===== src/rtl/core/thmov_pkg.sv =====
// Shared constants and types for the Thumb-2 move-immediate encoder.
package thmov_pkg;

    localparam int HW_W     = 16;
    localparam int HW_MAX   = 4;
    localparam int IDX_W    = $clog2(HW_MAX);
    localparam int REG_W    = 4;
    localparam int VAL_W    = 32;
    localparam int FIELD_W  = 12;
    localparam int ROT_W    = 5;
    localparam int S_DATA_W = 40;
    localparam int M_DATA_W = 16;

    // Highest bit position at which a rotated 8-bit pattern can start.
    localparam int ROT_POS_MAX = 24;

    localparam logic [HW_W-1:0] OP_MOVS_NARROW = 16'h2000;
    localparam logic [HW_W-1:0] OP_MOVW        = 16'hf240;
    localparam logic [HW_W-1:0] OP_MOVT        = 16'hf2c0;
    localparam logic [HW_W-1:0] OP_MOV_T2      = 16'hf04f;

    // Replicated-pattern selectors in the top bits of a modified immediate.
    localparam logic [3:0] REP_00XY00XY = 4'b0001;
    localparam logic [3:0] REP_XY00XY00 = 4'b0010;
    localparam logic [3:0] REP_XYXYXYXY = 4'b0011;

    // Index of the final halfword for each instruction form.
    localparam logic [IDX_W-1:0] LAST_NARROW = 2'd0;
    localparam logic [IDX_W-1:0] LAST_WIDE   = 2'd1;
    localparam logic [IDX_W-1:0] LAST_PAIR   = 2'd3;

    typedef struct packed {
        logic [HW_MAX-1:0][HW_W-1:0] hw;
        logic [IDX_W-1:0]            last_idx;
    } enc_t;

    // First and second halfword of a MOVW or MOVT for a 16-bit immediate.
    function automatic logic [1:0][HW_W-1:0] wide16(
        input logic [HW_W-1:0]  op,
        input logic [REG_W-1:0] rd,
        input logic [15:0]      imm
    );
        logic [1:0][HW_W-1:0] h;
        h[0] = op | {5'd0, imm[11], 6'd0, imm[15:12]};
        h[1] = {1'b0, imm[10:8], rd, imm[7:0]};
        return h;
    endfunction

endpackage


===== src/rtl/core/thumb_mov_immediate_encoder.sv =====
// Thumb-2 move-immediate encoder: request register, encoder, halfword output queue.
//
// Each request (destination register, 32-bit constant, set-flags bit) yields the
// Thumb-2 halfwords that load the constant: a narrow MOVS (1 halfword), MOVW or
// MOV T2 (2 halfwords), or a MOVW/MOVT pair (4 halfwords), with m_tlast on the
// final one. The output channel moves one halfword per cycle while m_tready is
// high. A request taken into the request register moves to the output queue
// once the queue is free. The request register in front of the output queue lets
// the next request be taken while the current one drains, so requests follow
// at the pace the output channel sets.
module thumb_mov_immediate_encoder (
    input  logic                              aclk,
    input  logic                              aresetn,
    input  logic                              s_tvalid,
    output logic                              s_tready,
    // [3:0] dest_reg, [35:4] value, [36] set_flags, [39:37] zero
    input  logic [thmov_pkg::S_DATA_W-1:0]    s_tdata,
    output logic                              m_tvalid,
    input  logic                              m_tready,
    // [15:0] halfword
    output logic [thmov_pkg::M_DATA_W-1:0]    m_tdata,
    output logic                              m_tlast
);
    import thmov_pkg::*;

    logic                         in_valid_reg;
    logic [REG_W-1:0]             in_rd_reg;
    logic [VAL_W-1:0]             in_val_reg;
    logic                         in_s_reg;

    logic                         out_valid_reg;
    logic [HW_MAX-1:0][HW_W-1:0]  hw_reg;
    logic [IDX_W-1:0]             left_reg;

    enc_t                         enc;
    logic                         out_take;
    logic                         out_free;
    logic                         load;

    thmov_encode u_encode (
        .dest_reg  (in_rd_reg),
        .value     (in_val_reg),
        .set_flags (in_s_reg),
        .enc       (enc)
    );

    assign out_take = out_valid_reg && m_tready;
    assign out_free = !out_valid_reg || (out_take && left_reg == '0);
    assign load     = in_valid_reg && out_free;
    assign s_tready = !in_valid_reg || load;

    always_ff @(posedge aclk) begin
        if (!aresetn) begin
            in_valid_reg <= 1'b0;
        end else if (s_tready) begin
            in_valid_reg <= s_tvalid;
        end
    end

    always_ff @(posedge aclk) begin
        if (s_tready && s_tvalid) begin
            in_rd_reg  <= s_tdata[3:0];
            in_val_reg <= s_tdata[35:4];
            in_s_reg   <= s_tdata[36];
        end
    end

    always_ff @(posedge aclk) begin
        if (!aresetn) begin
            out_valid_reg <= 1'b0;
            left_reg      <= '0;
        end else if (load) begin
            out_valid_reg <= 1'b1;
            left_reg      <= enc.last_idx;
        end else if (out_take) begin
            if (left_reg == '0) begin
                out_valid_reg <= 1'b0;
            end else begin
                left_reg <= left_reg - 1'b1;
            end
        end
    end

    // Load a new request or advance the queue by one halfword.
    always_ff @(posedge aclk) begin
        if (load) begin
            hw_reg <= enc.hw;
        end else if (out_take) begin
            hw_reg <= {HW_W'(0), hw_reg[HW_MAX-1:1]};
        end
    end

    assign m_tvalid = out_valid_reg;
    assign m_tdata  = hw_reg[0];
    assign m_tlast  = (left_reg == '0);

endmodule


===== src/rtl/core/thmov_encode.sv =====
// Combinational form selection and halfword assembly for one request.
module thmov_encode (
    input  logic [thmov_pkg::REG_W-1:0] dest_reg,
    input  logic [thmov_pkg::VAL_W-1:0] value,
    input  logic                        set_flags,
    output thmov_pkg::enc_t             enc
);
    import thmov_pkg::*;

    logic                   rep_hit;
    logic [FIELD_W-1:0]     rep_f;
    logic                   rot_hit;
    logic [FIELD_W-1:0]     rot_f;
    logic [FIELD_W-1:0]     field;
    logic [1:0][HW_W-1:0]   lo_pair;
    logic [1:0][HW_W-1:0]   hi_pair;

    // Replicated byte patterns: at most one can match a nonzero value.
    always_comb begin
        rep_hit = 1'b1;
        rep_f   = '0;
        if (value[31:24] == 8'd0 && value[15:8] == 8'd0 && value[23:16] == value[7:0]) begin
            rep_f = {REP_00XY00XY, value[7:0]};
        end else if (value[23:16] == 8'd0 && value[7:0] == 8'd0 &&
                     value[31:24] == value[15:8]) begin
            rep_f = {REP_XY00XY00, value[15:8]};
        end else if (value[31:24] == value[7:0] && value[23:16] == value[7:0] &&
                     value[15:8] == value[7:0]) begin
            rep_f = {REP_XYXYXYXY, value[7:0]};
        end else begin
            rep_hit = 1'b0;
        end
    end

    // Rotated form: all set bits sit in one byte window whose top bit is set.
    always_comb begin
        rot_hit = 1'b0;
        rot_f   = '0;
        for (int p = 1; p <= ROT_POS_MAX; p++) begin
            if (((value >> (p + 8)) == '0) && value[p + 7] &&
                ((value << (VAL_W - p)) == '0)) begin
                rot_hit = 1'b1;
                rot_f   = {ROT_W'(VAL_W - p), value[p +: 7]};
            end
        end
    end

    assign field   = rep_hit ? rep_f : rot_f;
    assign lo_pair = wide16(OP_MOVW, dest_reg, value[15:0]);
    assign hi_pair = wide16(OP_MOVT, dest_reg, value[31:16]);

    always_comb begin
        enc.hw       = '0;
        enc.last_idx = LAST_PAIR;
        if (set_flags && !dest_reg[3] && value[31:8] == 24'd0) begin
            enc.hw[0]    = OP_MOVS_NARROW | {5'd0, dest_reg[2:0], value[7:0]};
            enc.last_idx = LAST_NARROW;
        end else if (value[31:16] == 16'd0) begin
            enc.hw[0]    = lo_pair[0];
            enc.hw[1]    = lo_pair[1];
            enc.last_idx = LAST_WIDE;
        end else if (rep_hit || rot_hit) begin
            enc.hw[0]    = OP_MOV_T2 | {5'd0, field[11], 5'd0, set_flags, 4'd0};
            enc.hw[1]    = {1'b0, field[10:8], dest_reg, field[7:0]};
            enc.last_idx = LAST_WIDE;
        end else begin
            enc.hw[0] = lo_pair[0];
            enc.hw[1] = lo_pair[1];
            enc.hw[2] = hi_pair[0];
            enc.hw[3] = hi_pair[1];
        end
    end

endmodule


===== config.mk =====
export PLATFORM = sky130hd
export DESIGN_NAME = thumb_mov_immediate_encoder
export DESIGN_NICKNAME = d
export VERILOG_FILES = /design/src/rtl/core/thmov_pkg.sv /design/src/rtl/core/thumb_mov_immediate_encoder.sv /design/src/rtl/core/thmov_encode.sv
export SDC_FILE = /design/constraint.sdc
export NUM_CORES = 1
export LEC_CHECK = 0
export BUFFER_PORTS_ARGS = -buffer_cell sky130_fd_sc_hd__buf_2
export CAP_MARGIN = 20
export CELL_PAD_IN_SITES_DETAIL_PLACEMENT = 0
export CELL_PAD_IN_SITES_GLOBAL_PLACEMENT = 1
export CORE_MARGIN = 2
export CORE_UTILIZATION = 45
export CTS_BUF_LIST = sky130_fd_sc_hd__clkbuf_8
export DETAILED_ROUTE_END_ITERATION = 8
export PLACE_DENSITY_LB_ADDON = 0.25
export SKIP_LAST_GASP = 1
export SYNTH_ARGS = -nofsm -noshare
export SYNTH_HDL_FRONTEND = slang
export SYNTH_SLANG_ARGS = --single-unit

===== constraint.sdc =====
create_clock -name aclk -period 5.6 [get_ports aclk]
set_input_delay 0.56 -clock aclk [delete_from_list [all_inputs] [get_ports aclk]]
set_output_delay 0.56 -clock aclk [all_outputs]
set_load 0.1 [all_outputs]

==> results.json, run 1 <==
{
  "critPathTopFamily": "compound AO/OA/AOI/OAI gates",
  "min_path_type": "primary input to register",
  "syn_area_per_cell_um2": 9.03,
  "r2r_start": "in_val_reg[20]",
  "cts_setup_buffers": 0,
  "yosys.cell_count.top_type": "edfxtp_1",
  "relSlewSlack_pct": 29.4,
  "cts_made_buffers": 9,
  "synth_top_cell_by_area": "edfxtp_1",
  "crit_fanout": 16,
  "path_cells": "nor4_2 > buf_4 > nand2_1 > nor4_1 > a2111oi_1 > nand4_2 > o21ai_2 > o31ai_1 > o31a_1",
  "worst_pin_slew_ns": 1.06,
  "skew_ns": 0.0222,
  "largest_reg_flops": 47,
  "num_vias": 8181,
  "cts-root-buf": "clkbuf_8",
  "port_buffers": 59,
  "synth_enable_flop_cells": 100,
  "p_leak_nw": 2.85,
  "placed_cell_area_um2": 8330,
  "path_class": "register to register",
  "clkLatencyLatePin_ns": 0.42,
  "syn_nets": 916,
  "drtAntennaViolNets": 0,
  "worstSetupEndpoint": "hw_reg[21]",
  "cap_violations": 0,
  "vdd_drop_max_mv": 0.130,
  "cts_tree": "built",
  "ys.flop_type": "edfxtp_1",
  "netlist_instances": 871,
  "grt_use_total_pct": 34.9,
  "cts_resized": 0,
  "synth_top_area_share_pct": 38.2,
  "antenna_cells": 0,
  "dpl.hpwl_um": 22900,
  "drive_above_1_share_pct": 18.1,
  "cp.depth": 9,
  "die_w_um": 136,
  "critPathSlowestCell": "edfxtp_1",
  "area_growth_syn_to_layout_pct": 8.64,
  "clock_sinks": 104,
  "cts-htree-levels": 3,
  "post-route-period-util_pct": 77.0,
  "synth_area_um2": 7870,
  "clkSlewWorstSetupHoldPaths_ns": 0.13,
  "hold_buffers": 0,
  "reg2reg_to": "hw_reg[21]",
  "rsz0062_at_grt": "no",
  "grt_antenna_before_repair": 0,
  "grt_pass1_vias": 7753,
  "hold_violations": 0,
  "start_util_pct": 45.8,
  "fin_crit_ns": 4.31,
  "fmax_mhz": 232,
  "cts.path.max_buffers": 2,
  "wirelength_um": 32200,
  "grt_overflow": 0,
  "cp-start-kind": "register",
  "cellPowerDensity_nw_per_um2": 216,
  "startpoint": "in_val_reg[20]",
  "nets": 937,
  "rows": 48,
  "ys_seq_area_share_pct": 39.2,
  "die_h_um": 136,
  "grt_max_degree": 65,
  "setup_tns_ns": 0,
  "via_per_inst": 7.29,
  "fillers": 1611,
  "synthTopCellsByArea": "edfxtp_1 (38%), nor2_1 (3.1%), nor4_1 (3.1%)",
  "worst_ep_required_time_ns": 5.75,
  "cp.buffers_inverters": 1,
  "firstDrtPassIters": 9,
  "met1_usage_pct": 46.3,
  "worst_slack_ns": 1.29,
  "reg2reg_depth": 9,
  "critPathMaxStageDelay_ns": 0.89,
  "pin_count": 63,
  "reg2reg_slack_ns": 1.29,
  "status": "completed",
  "routedWlPerCell_um": 28.7,
  "use_met3_pct": 6.86,
  "stdcell_area_um2": 8550,
  "drc": 0,
  "report.final.setup_viol": 0,
  "ys_types": 84,
  "synth_common_cells": "edfxtp_1 (100), nor2_1 (66), nand2_1 (60)",
  "grt_pass1_wl_um": 47700,
  "grt_use_met2_pct": 53.0,
  "dp_slack_ns": 1.46,
  "coreArea_um2": 17200,
  "die_area_um2": 18600,
  "end_kind": "register",
  "synthArstFlopShare_pct": 0,
  "slew_viol_final": 0,
  "grt-busiest-layer": "met2",
  "ys_ff_latch": 104,
  "critPathArrivalTime_ns": 4.46,
  "fin_util_pct": 49.8,
  "gp_congestion": 1.04,
  "ys_warn_count": 0,
  "drtIter0Drc": 1441
}
how the worst min path moves through the flow:
stage / start / to / cells after the start
2_1_floorplan: hw_reg[29] / m_tdata[13] / 1
3_3_place_gp: hw_reg[29] / m_tdata[13] / 1
3_5_place_dp: hw_reg[29] / m_tdata[13] / 1
4_1_cts: s_tdata[7] / in_val_reg[3] / 1
5_1_grt: s_tdata[7] / in_val_reg[3] / 1
6_report: s_tdata[6] / in_val_reg[2] / 1
through the flow:
| step | std cells | total power [mW] | hold WS (ns) |
|---|---|---|---|
| after detailed placement | 1106 | 1.31 | 0.492 |
| after CTS | 1122 | 1.83 | 0.306 |
| final | 1122 | 1.84 | 0.304 |
| after floorplan | 871 | 1.20 | 0.477 |
| after global routing | 1122 | 1.90 | 0.304 |
| after global placement | 1106 | 1.30 | 0.486 |
cell type report:
type / count / area [um^2] / area share, %
multi-input cells: 647 / 4220 / 49.3
flip-flops and latches: 104 / 3080 / 36.1
repair buffers: 108 / 663 / 7.76
well taps: 225 / 282 / 3.29
clock buffers: 9 / 124 / 1.45
clock inverters: 7 / 95.1 / 1.11
inverters: 22 / 82.6 / 0.966
per-layer routing:
layer  up-vias  part of all wire, %
met2       723                   44
met5         -                    0
li1       3476                    -
met1      3819                   38
met4         0                  6.5
met3       163                   12
worst register-to-register path: stages (launching register included):
cell       delay (ns)
edfxtp_1         0.89
nor4_2           0.09
buf_4            0.20
nand2_1          0.38
nor4_1           0.21
a2111oi_1        0.88
nand4_2          0.47
o21ai_2          0.61
o31ai_1          0.15
o31a_1           0.17
placed cells by master, fill, tap and decap left out, types with 9 or more instances in the layout:
cell type  instances
edfxtp_1         100
nor2_1            66
clkbuf_8           9
a22oi_1           22
nand4_1           28
buf_4             49
and3_1             9
nand3_1           37
and2_1            25
o2111ai_1         10
nand2_1           60
a21oi_1           38
xor2_1            16
buf_2             59
a221oi_1          10
or3_1             14
o21ai_0           23
or4_1             11
inv_1             22
nor3_1            34
a31oi_1           10
o22ai_1           12
nor4_1            39
power breakdown:
group / switching (mW) / leakage (nW) / internal [mW]
clock: 0.325 / 0.111 / 0.220
combinational: 0.242 / 1.73 / 0.0862
sequential: 0.0519 / 1.00 / 0.918
cells by family after synthesis:
logic type | after synthesis | share of synthesized area, %
DFF | 104 | 39.2
adders and majority gates | 1 | 0.159
AOI/OAI and AO/OA | 240 | 22.5
xor gates and xnor gates | 16 | 1.78
muxes | 2 | 0.270
buffers and inverters | 120 | 7.28
and+or+nand+nor | 388 | 28.8
Note: power is estimated with default switching activity, not from simulation.
==> inputs of run 2 (changes only) <==
--- a/config.mk
+++ b/config.mk
@@ -5,12 +5,13 @@
 export SDC_FILE = /design/constraint.sdc
 export NUM_CORES = 1
 export LEC_CHECK = 0
+export ABC_AREA = 1
 export BUFFER_PORTS_ARGS = -buffer_cell sky130_fd_sc_hd__buf_2
 export CAP_MARGIN = 20
 export CELL_PAD_IN_SITES_DETAIL_PLACEMENT = 0
 export CELL_PAD_IN_SITES_GLOBAL_PLACEMENT = 1
 export CORE_MARGIN = 2
-export CORE_UTILIZATION = 45
+export CORE_UTILIZATION = 42
 export CTS_BUF_LIST = sky130_fd_sc_hd__clkbuf_8
 export DETAILED_ROUTE_END_ITERATION = 8
 export PLACE_DENSITY_LB_ADDON = 0.25
==> constraint.sdc (replaced) <==
create_clock -name aclk -period 3.62 [get_ports aclk]
set_input_delay 0.362 -clock aclk [delete_from_list [all_inputs] [get_ports aclk]]
set_output_delay 0.362 -clock aclk [all_outputs]
set_load 0.1 [all_outputs]
==> run 2 against run 1 <==
Power rose by 55%. Synthesized cell count rose by 9.5%. Wire length fell by 23%. Via count fell by 10%. Combinational power rose by 84%. Largest cell class unchanged. Count of clock-buffer cells in the layout did not move. Cell count rose by 19%. Highest routed layer unchanged.
==> results.json, run 2 <==
{
  "status": "completed",
  "grt_use_total_pct": 27.7,
  "rows": 47,
  "fmax_mhz": 287,
  "area_growth_syn_to_layout_pct": 23.0,
  "critPathArrivalTime_ns": 3.75,
  "final_common_cell": "nand2_1",
  "ys.flop_type": "edfxtp_1",
  "fin_util_pct": 53.0,
  "reg2reg_to": "hw_reg[17]",
  "port_buffers": 59,
  "synth_top_area_share_pct": 41.9,
  "min_from": "s_tdata[21]",
  "largest_reg_flops": 47,
  "wirelength_um": 24900,
  "synthTopCellsByArea": "edfxtp_1 (42%), nand2_1 (15%), inv_1 (4.7%)",
  "clkSlewWorstSetupHoldPaths_ns": 0.12,
  "min_path_type": "primary input to register",
  "drc": 0,
  "grt_max_degree": 46,
  "cts-htree-levels": 3,
  "dpl.hpwl_um": 19000,
  "skew_ns": 0.0193,
  "synth_common_cells": "nand2_1 (278), edfxtp_1 (100), inv_1 (89)",
  "ys_ff_latch": 104,
  "slew_viol_final": 0,
  "cts_made_buffers": 9,
  "num_vias": 7331,
  "drive_above_1_share_pct": 25.4,
  "p_leak_nw": 3.90,
  "routedWlPerCell_um": 18.6,
  "ys_warn_count": 0,
  "synthArstFlopShare_pct": 0,
  "placed_cell_area_um2": 8410,
  "startpoint": "in_val_reg[1]",
  "relSlewSlack_pct": 45.5,
  "cts.path.max_buffers": 2,
  "end_kind": "register",
  "cp-start-kind": "register",
  "antenna_cells": 0,
  "stdcell_area_um2": 8810,
  "clkLatencyLatePin_ns": 0.40,
  "synth_top_cell_by_area": "edfxtp_1",
  "grt_pass1_vias": 6539,
  "firstDrtPassIters": 6,
  "synth_enable_flop_cells": 100,
  "nets": 1160,
  "gp_congestion": 0.940,
  "worst_ep_required_time_ns": 3.88,
  "finalPower_mw": 2.86,
  "report.final.setup_viol": 0,
  "syn_nets": 999,
  "setup_tns_ns": 0,
  "hold_ws_ns": 0.125,
  "r2r_start": "in_val_reg[1]",
  "reg2reg_depth": 24,
  "syn_area_per_cell_um2": 7.51,
  "die_w_um": 135,
  "crit_fanout": 8,
  "rsz0062_at_grt": "yes",
  "clock_sinks": 104,
  "die_h_um": 135,
  "ys_seq_area_share_pct": 43.0,
  "vdd_drop_max_mv": 0.256,
  "yosys.cell_count.top_type": "nand2_1",
  "final_cell_mix": "nand2_1 (276), buf_4 (141), edfxtp_1 (100)",
  "start_util_pct": 43.1,
  "hold_buffers": 0,
  "worst_pin_slew_ns": 0.812,
  "coreArea_um2": 16600,
  "fin_crit_ns": 3.49,
  "hold_violations": 0,
  "cts-root-buf": "clkbuf_8",
  "die_area_um2": 18100,
  "pin_count": 63,
  "cap_violations": 0,
  "netlist_instances": 954,
  "grt_antenna_before_repair": 0,
  "cts_tree": "built",
  "synth_area_um2": 7170,
  "via_per_inst": 5.47,
  "drtAntennaViolNets": 0,
  "cellPowerDensity_nw_per_um2": 325,
  "reg2reg_slack_ns": 0.13,
  "post-route-period-util_pct": 96.4,
  "worstSetupEndpoint": "hw_reg[17]",
  "drtIter0Drc": 703,
  "path_class": "register to register",
  "ys_types": 46,
  "grt_pass1_wl_um": 37900,
  "grt_overflow": 0
}
## run 2: power by group
part	switching [mW]	total (mW)	leakage (nW)	internal, mW
Combinational	0.436	0.603	2.80	0.167
Clock	0.439	0.768	0.106	0.329
Sequential	0.0489	1.49	1.00	1.44
Total	0.924	2.86	3.90	1.94
## run 2: worst min path at each step
stage,to,slack [ns],depth (start not counted)
2_1_floorplan,left_reg[1],0.45,2
3_3_place_gp,left_reg[1],0.47,2
3_5_place_dp,left_reg[1],0.48,2
4_1_cts,in_val_reg[17],0.11,1
5_1_grt,in_val_reg[20],0.11,1
6_report,in_val_reg[17],0.13,1
## run 2: metrics by stage
| stage | cells | setup slack, ns |
|---|---|---|
| after floorplan | 954 | 0.0445 |
| after global placement | 1303 | 0.146 |
| after detailed placement | 1303 | 0.185 |
| after CTS | 1319 | 0.161 |
| after global routing | 1340 | -0.110 |
| final | 1340 | 0.132 |
## run 2: logic make-up (layout without fill, tap and decap cells)
logic type	count (synthesis)	after routing	synth area share, %
and+or+nand+nor	523	523	33.7
adders and majority gates	1	1	0.175
DFF	104	104	43.0
buffers and inverters	167	333	10.1
AOI/OAI and AO/OA	152	152	12.1
xor gates and xnor gates	7	7	0.855
## run 2: worst max-delay path: stages (launching register included)
cell	delay (ns)
edfxtp_1	0.52
nor2_4	0.18
nand3_4	0.11
nor3_4	0.25
nand2_2	0.11
nor2_4	0.19
nand2_4	0.11
nor4_4	0.31
buf_12	0.16
clkbuf_4	0.17
buf_4	0.11
a21oi_1	0.03
nand3_1	0.08
nand2_1	0.07
nand3_1	0.09
nand2_1	0.06
nand4_1	0.10
o21bai_1	0.10
nand3b_1	0.09
nand2_1	0.06
nand4_1	0.18
nand2_1	0.08
nand2_1	0.06
nand2_1	0.05
nand2_1	0.09
## run 2: what timing repair did
action | 4_1_cts | 5_1_grt
buffers inserted | 0 | 21
resized for setup | 0 | 16
endpoints found under the setup margin | 0 | 12
## run 2: metal layers
metal | global-route usage (%) | part of all wire [%] | vias up
met1 | 40.8 | 46 | 3400
li1 | - | - | 3543
met2 | 42.0 | 44 | 347
met3 | 5.11 | 8.1 | 41
met5 | 0 | 0 | -
met4 | 6.96 | 1.8 | 0
## run 2: area by class of cell
cell class | count | area, um^2
sequential | 104 | 3080
fill | 1639 | 7830
timing repair buffer | 204 | 1410
tap | 220 | 275
clock inverter | 7 | 77.6
inverter | 113 | 428
clock buffer | 9 | 124
multi-input combinational | 683 | 3410
==> inputs of run 3 (changes only) <==
--- a/config.mk
+++ b/config.mk
@@ -11,7 +11,7 @@
 export CELL_PAD_IN_SITES_DETAIL_PLACEMENT = 0
 export CELL_PAD_IN_SITES_GLOBAL_PLACEMENT = 1
 export CORE_MARGIN = 2
-export CORE_UTILIZATION = 42
+export CORE_UTILIZATION = 45
 export CTS_BUF_LIST = sky130_fd_sc_hd__clkbuf_8
 export DETAILED_ROUTE_END_ITERATION = 8
 export PLACE_DENSITY_LB_ADDON = 0.25
==> constraint.sdc (replaced) <==
create_clock -name aclk -period 3.3 [get_ports aclk]
set_input_delay 0.33 -clock aclk [delete_from_list [all_inputs] [get_ports aclk]]
set_output_delay 0.33 -clock aclk [all_outputs]
set_load 0.1 [all_outputs]
==> run 3 against run 2 <==
The run now ends with setup timing left. Core utilization rose by 5.9 points. Register-to-register slack got worse by 0.18 ns. Flip-flop and latch count unchanged. Critical endpoint is now hw_reg[20].
==> results.json, run 3 (synthesized netlist as in run 2, its figures left out) <==
{
  "p_int_mw": 2.15,
  "p_leak_nw": 4.16,
  "grt_use_total_pct": 29.9,
  "startpoint": "in_val_reg[20]",
  "rows": 46,
  "grt_antenna_before_repair": 0,
  "drtAntennaViolNets": 0,
  "path_cells": "inv_1 > nand2_1 > nor2_2 > nand2_1 > nor2_4 > nand3_2 > nand2_2 > inv_2 > nand2_1 > nand4_1 > o21bai_1 > nand4_1 > o21bai_1 > nand4_1 > o21bai_1 > nand3_1 > nand2_2 > nand3_2 > nand2_2 > nand2_1 > nand2_1 > nand2_1 > nand2_1 > nand2_1",
  "drc": 0,
  "drtIter0Drc": 857,
  "die_h_um": 130,
  "setup_tns_ns": -0.0454,
  "combPwrFrac_pct": 22.1,
  "cts-root-buf": "clkbuf_8",
  "finalPower_mw": 3.17,
  "pin_count": 63,
  "rsz0062_at_grt": "yes",
  "hold_violations": 0,
  "cellPowerDensity_nw_per_um2": 343,
  "grt_pass1_wl_um": 37700,
  "end_kind": "register",
  "clkSlewWorstSetupHoldPaths_ns": 0.10,
  "critPathArrivalTime_ns": 3.51,
  "clkLatencyLatePin_ns": 0.40,
  "fin_util_pct": 58.8,
  "critPathMaxStageDelay_ns": 0.46,
  "status": "finished, violations left",
  "vdd_drop_max_mv": 0.235,
  "drive_above_1_share_pct": 30.9,
  "routedWlPerCell_um": 18.1,
  "grt_overflow": 0,
  "stdcell_area_um2": 9240,
  "r2r_start": "in_val_reg[20]",
  "cts.path.max_buffers": 2,
  "skew_ns": 0.0135,
  "cts-htree-levels": 3,
  "grt_pass1_vias": 6764,
  "clock_sinks": 104,
  "switching_power_mw": 1.02,
  "cp.buffers_inverters": 2,
  "critPathTopFamily": "simple AND/OR/NAND/NOR gates",
  "fmax_mhz": 299,
  "min_from": "s_tdata[19]",
  "coreArea_um2": 15700,
  "via_per_inst": 5.41,
  "antenna_cells": 0,
  "regArea_um2": 3080,
  "worst_pin_slew_ns": 0.867,
  "wirelength_um": 24900,
  "crit_fanout": 6,
  "min_path_type": "primary input to register",
  "placed_cell_area_um2": 8690,
  "nets": 1200,
  "slew_viol_final": 0,
  "cap_violations": 0,
  "port_buffers": 59,
  "multi_input_area_um2": 3560,
  "die_w_um": 130,
  "relSlewSlack_pct": 42.0,
  "grt_max_degree": 41,
  "area_growth_syn_to_layout_pct": 28.9,
  "fillers": 1496,
  "die_area_um2": 17000,
  "post-route-period-util_pct": 101,
  "path_class": "register to register",
  "cp-start-kind": "register",
  "fin_crit_ns": 3.35,
  "cpMostUsedCell": "nand2_1",
  "worst_ep_required_time_ns": 3.46,
  "violations": "setup timing",
  "worst_slack_ns": -0.0454,
  "cts_tree": "built",
  "clkPwrFrac_pct": 26.4,
  "p_sw_share_pct": 32.2,
  "cts_made_buffers": 9,
  "firstDrtPassIters": 5,
  "num_vias": 7441,
  "final_common_cell": "nand2_1",
  "report.final.setup_viol": 1,
  "final_cell_mix": "nand2_1 (266), buf_4 (181), edfxtp_1 (100)",
  "start_util_pct": 45.6,
  "gp_congestion": 0.964,
  "dp_slack_ns": -0.124,
  "dpl.hpwl_um": 18900,
  "critPathSlowestCell": "edfxtp_1",
  "seqPwrFrac_pct": 51.5,
  "largest_reg_flops": 47
}
[run 3: path summary, 6_finish.rpt]
kind | end | depth (start not counted) | slack (ns)
max | hw_reg[20] | 24 | -0.05
min | in_val_reg[15] | 1 | 0.1
max reg2reg | hw_reg[20] | 24 | -0.05
min reg2reg | left_reg[1] | 2 | 0.50
[run 3: per-stage QoR]
step | hold WS (ns) | cells
after floorplan | 0.429 | 954
after global placement | 0.472 | 1338
after detailed placement | 0.491 | 1338
after CTS | 0.0901 | 1359
after global routing | 0.0866 | 1376
final | 0.0991 | 1376
[run 3: timing repair]
| action | 4_1_cts | 5_1_grt |
|---|---|---|
| gates resized for setup | 5 | 54 |
| pin swaps | 3 | 31 |
| cloned | 0 | 1 |
| setup endpoints to repair | 7 | 19 |
| setup buffers | 5 | 16 |
| hold buffers | 0 | 0 |
[run 3: power groups by stage]
stage / Combinational [mW] / Sequential, mW / Clock, mW
detailed placement: 0.668 / 1.66 / 0
finish: 0.698 / 1.63 / 0.835
floorplan: 0.434 / 1.65 / 0
global placement: 0.662 / 1.66 / 0
CTS: 0.675 / 1.63 / 0.850
global route: 0.749 / 1.64 / 0.887
[run 3: layer usage]
layer	GRT usage [%]	wire, um
met1	43.4	11100
met2	46.6	11100
met5	0	0
met3	4.67	2070
met4	8.35	597
[run 3: area by class of cell]
class / instances / area share [%]
multi-input combinational: 684 / 38.5
sequential: 104 / 33.4
timing repair buffer: 243 / 18.4
inverter: 113 / 4.66
tap: 216 / 2.92
clock buffer: 9 / 1.34
clock inverter: 7 / 0.853
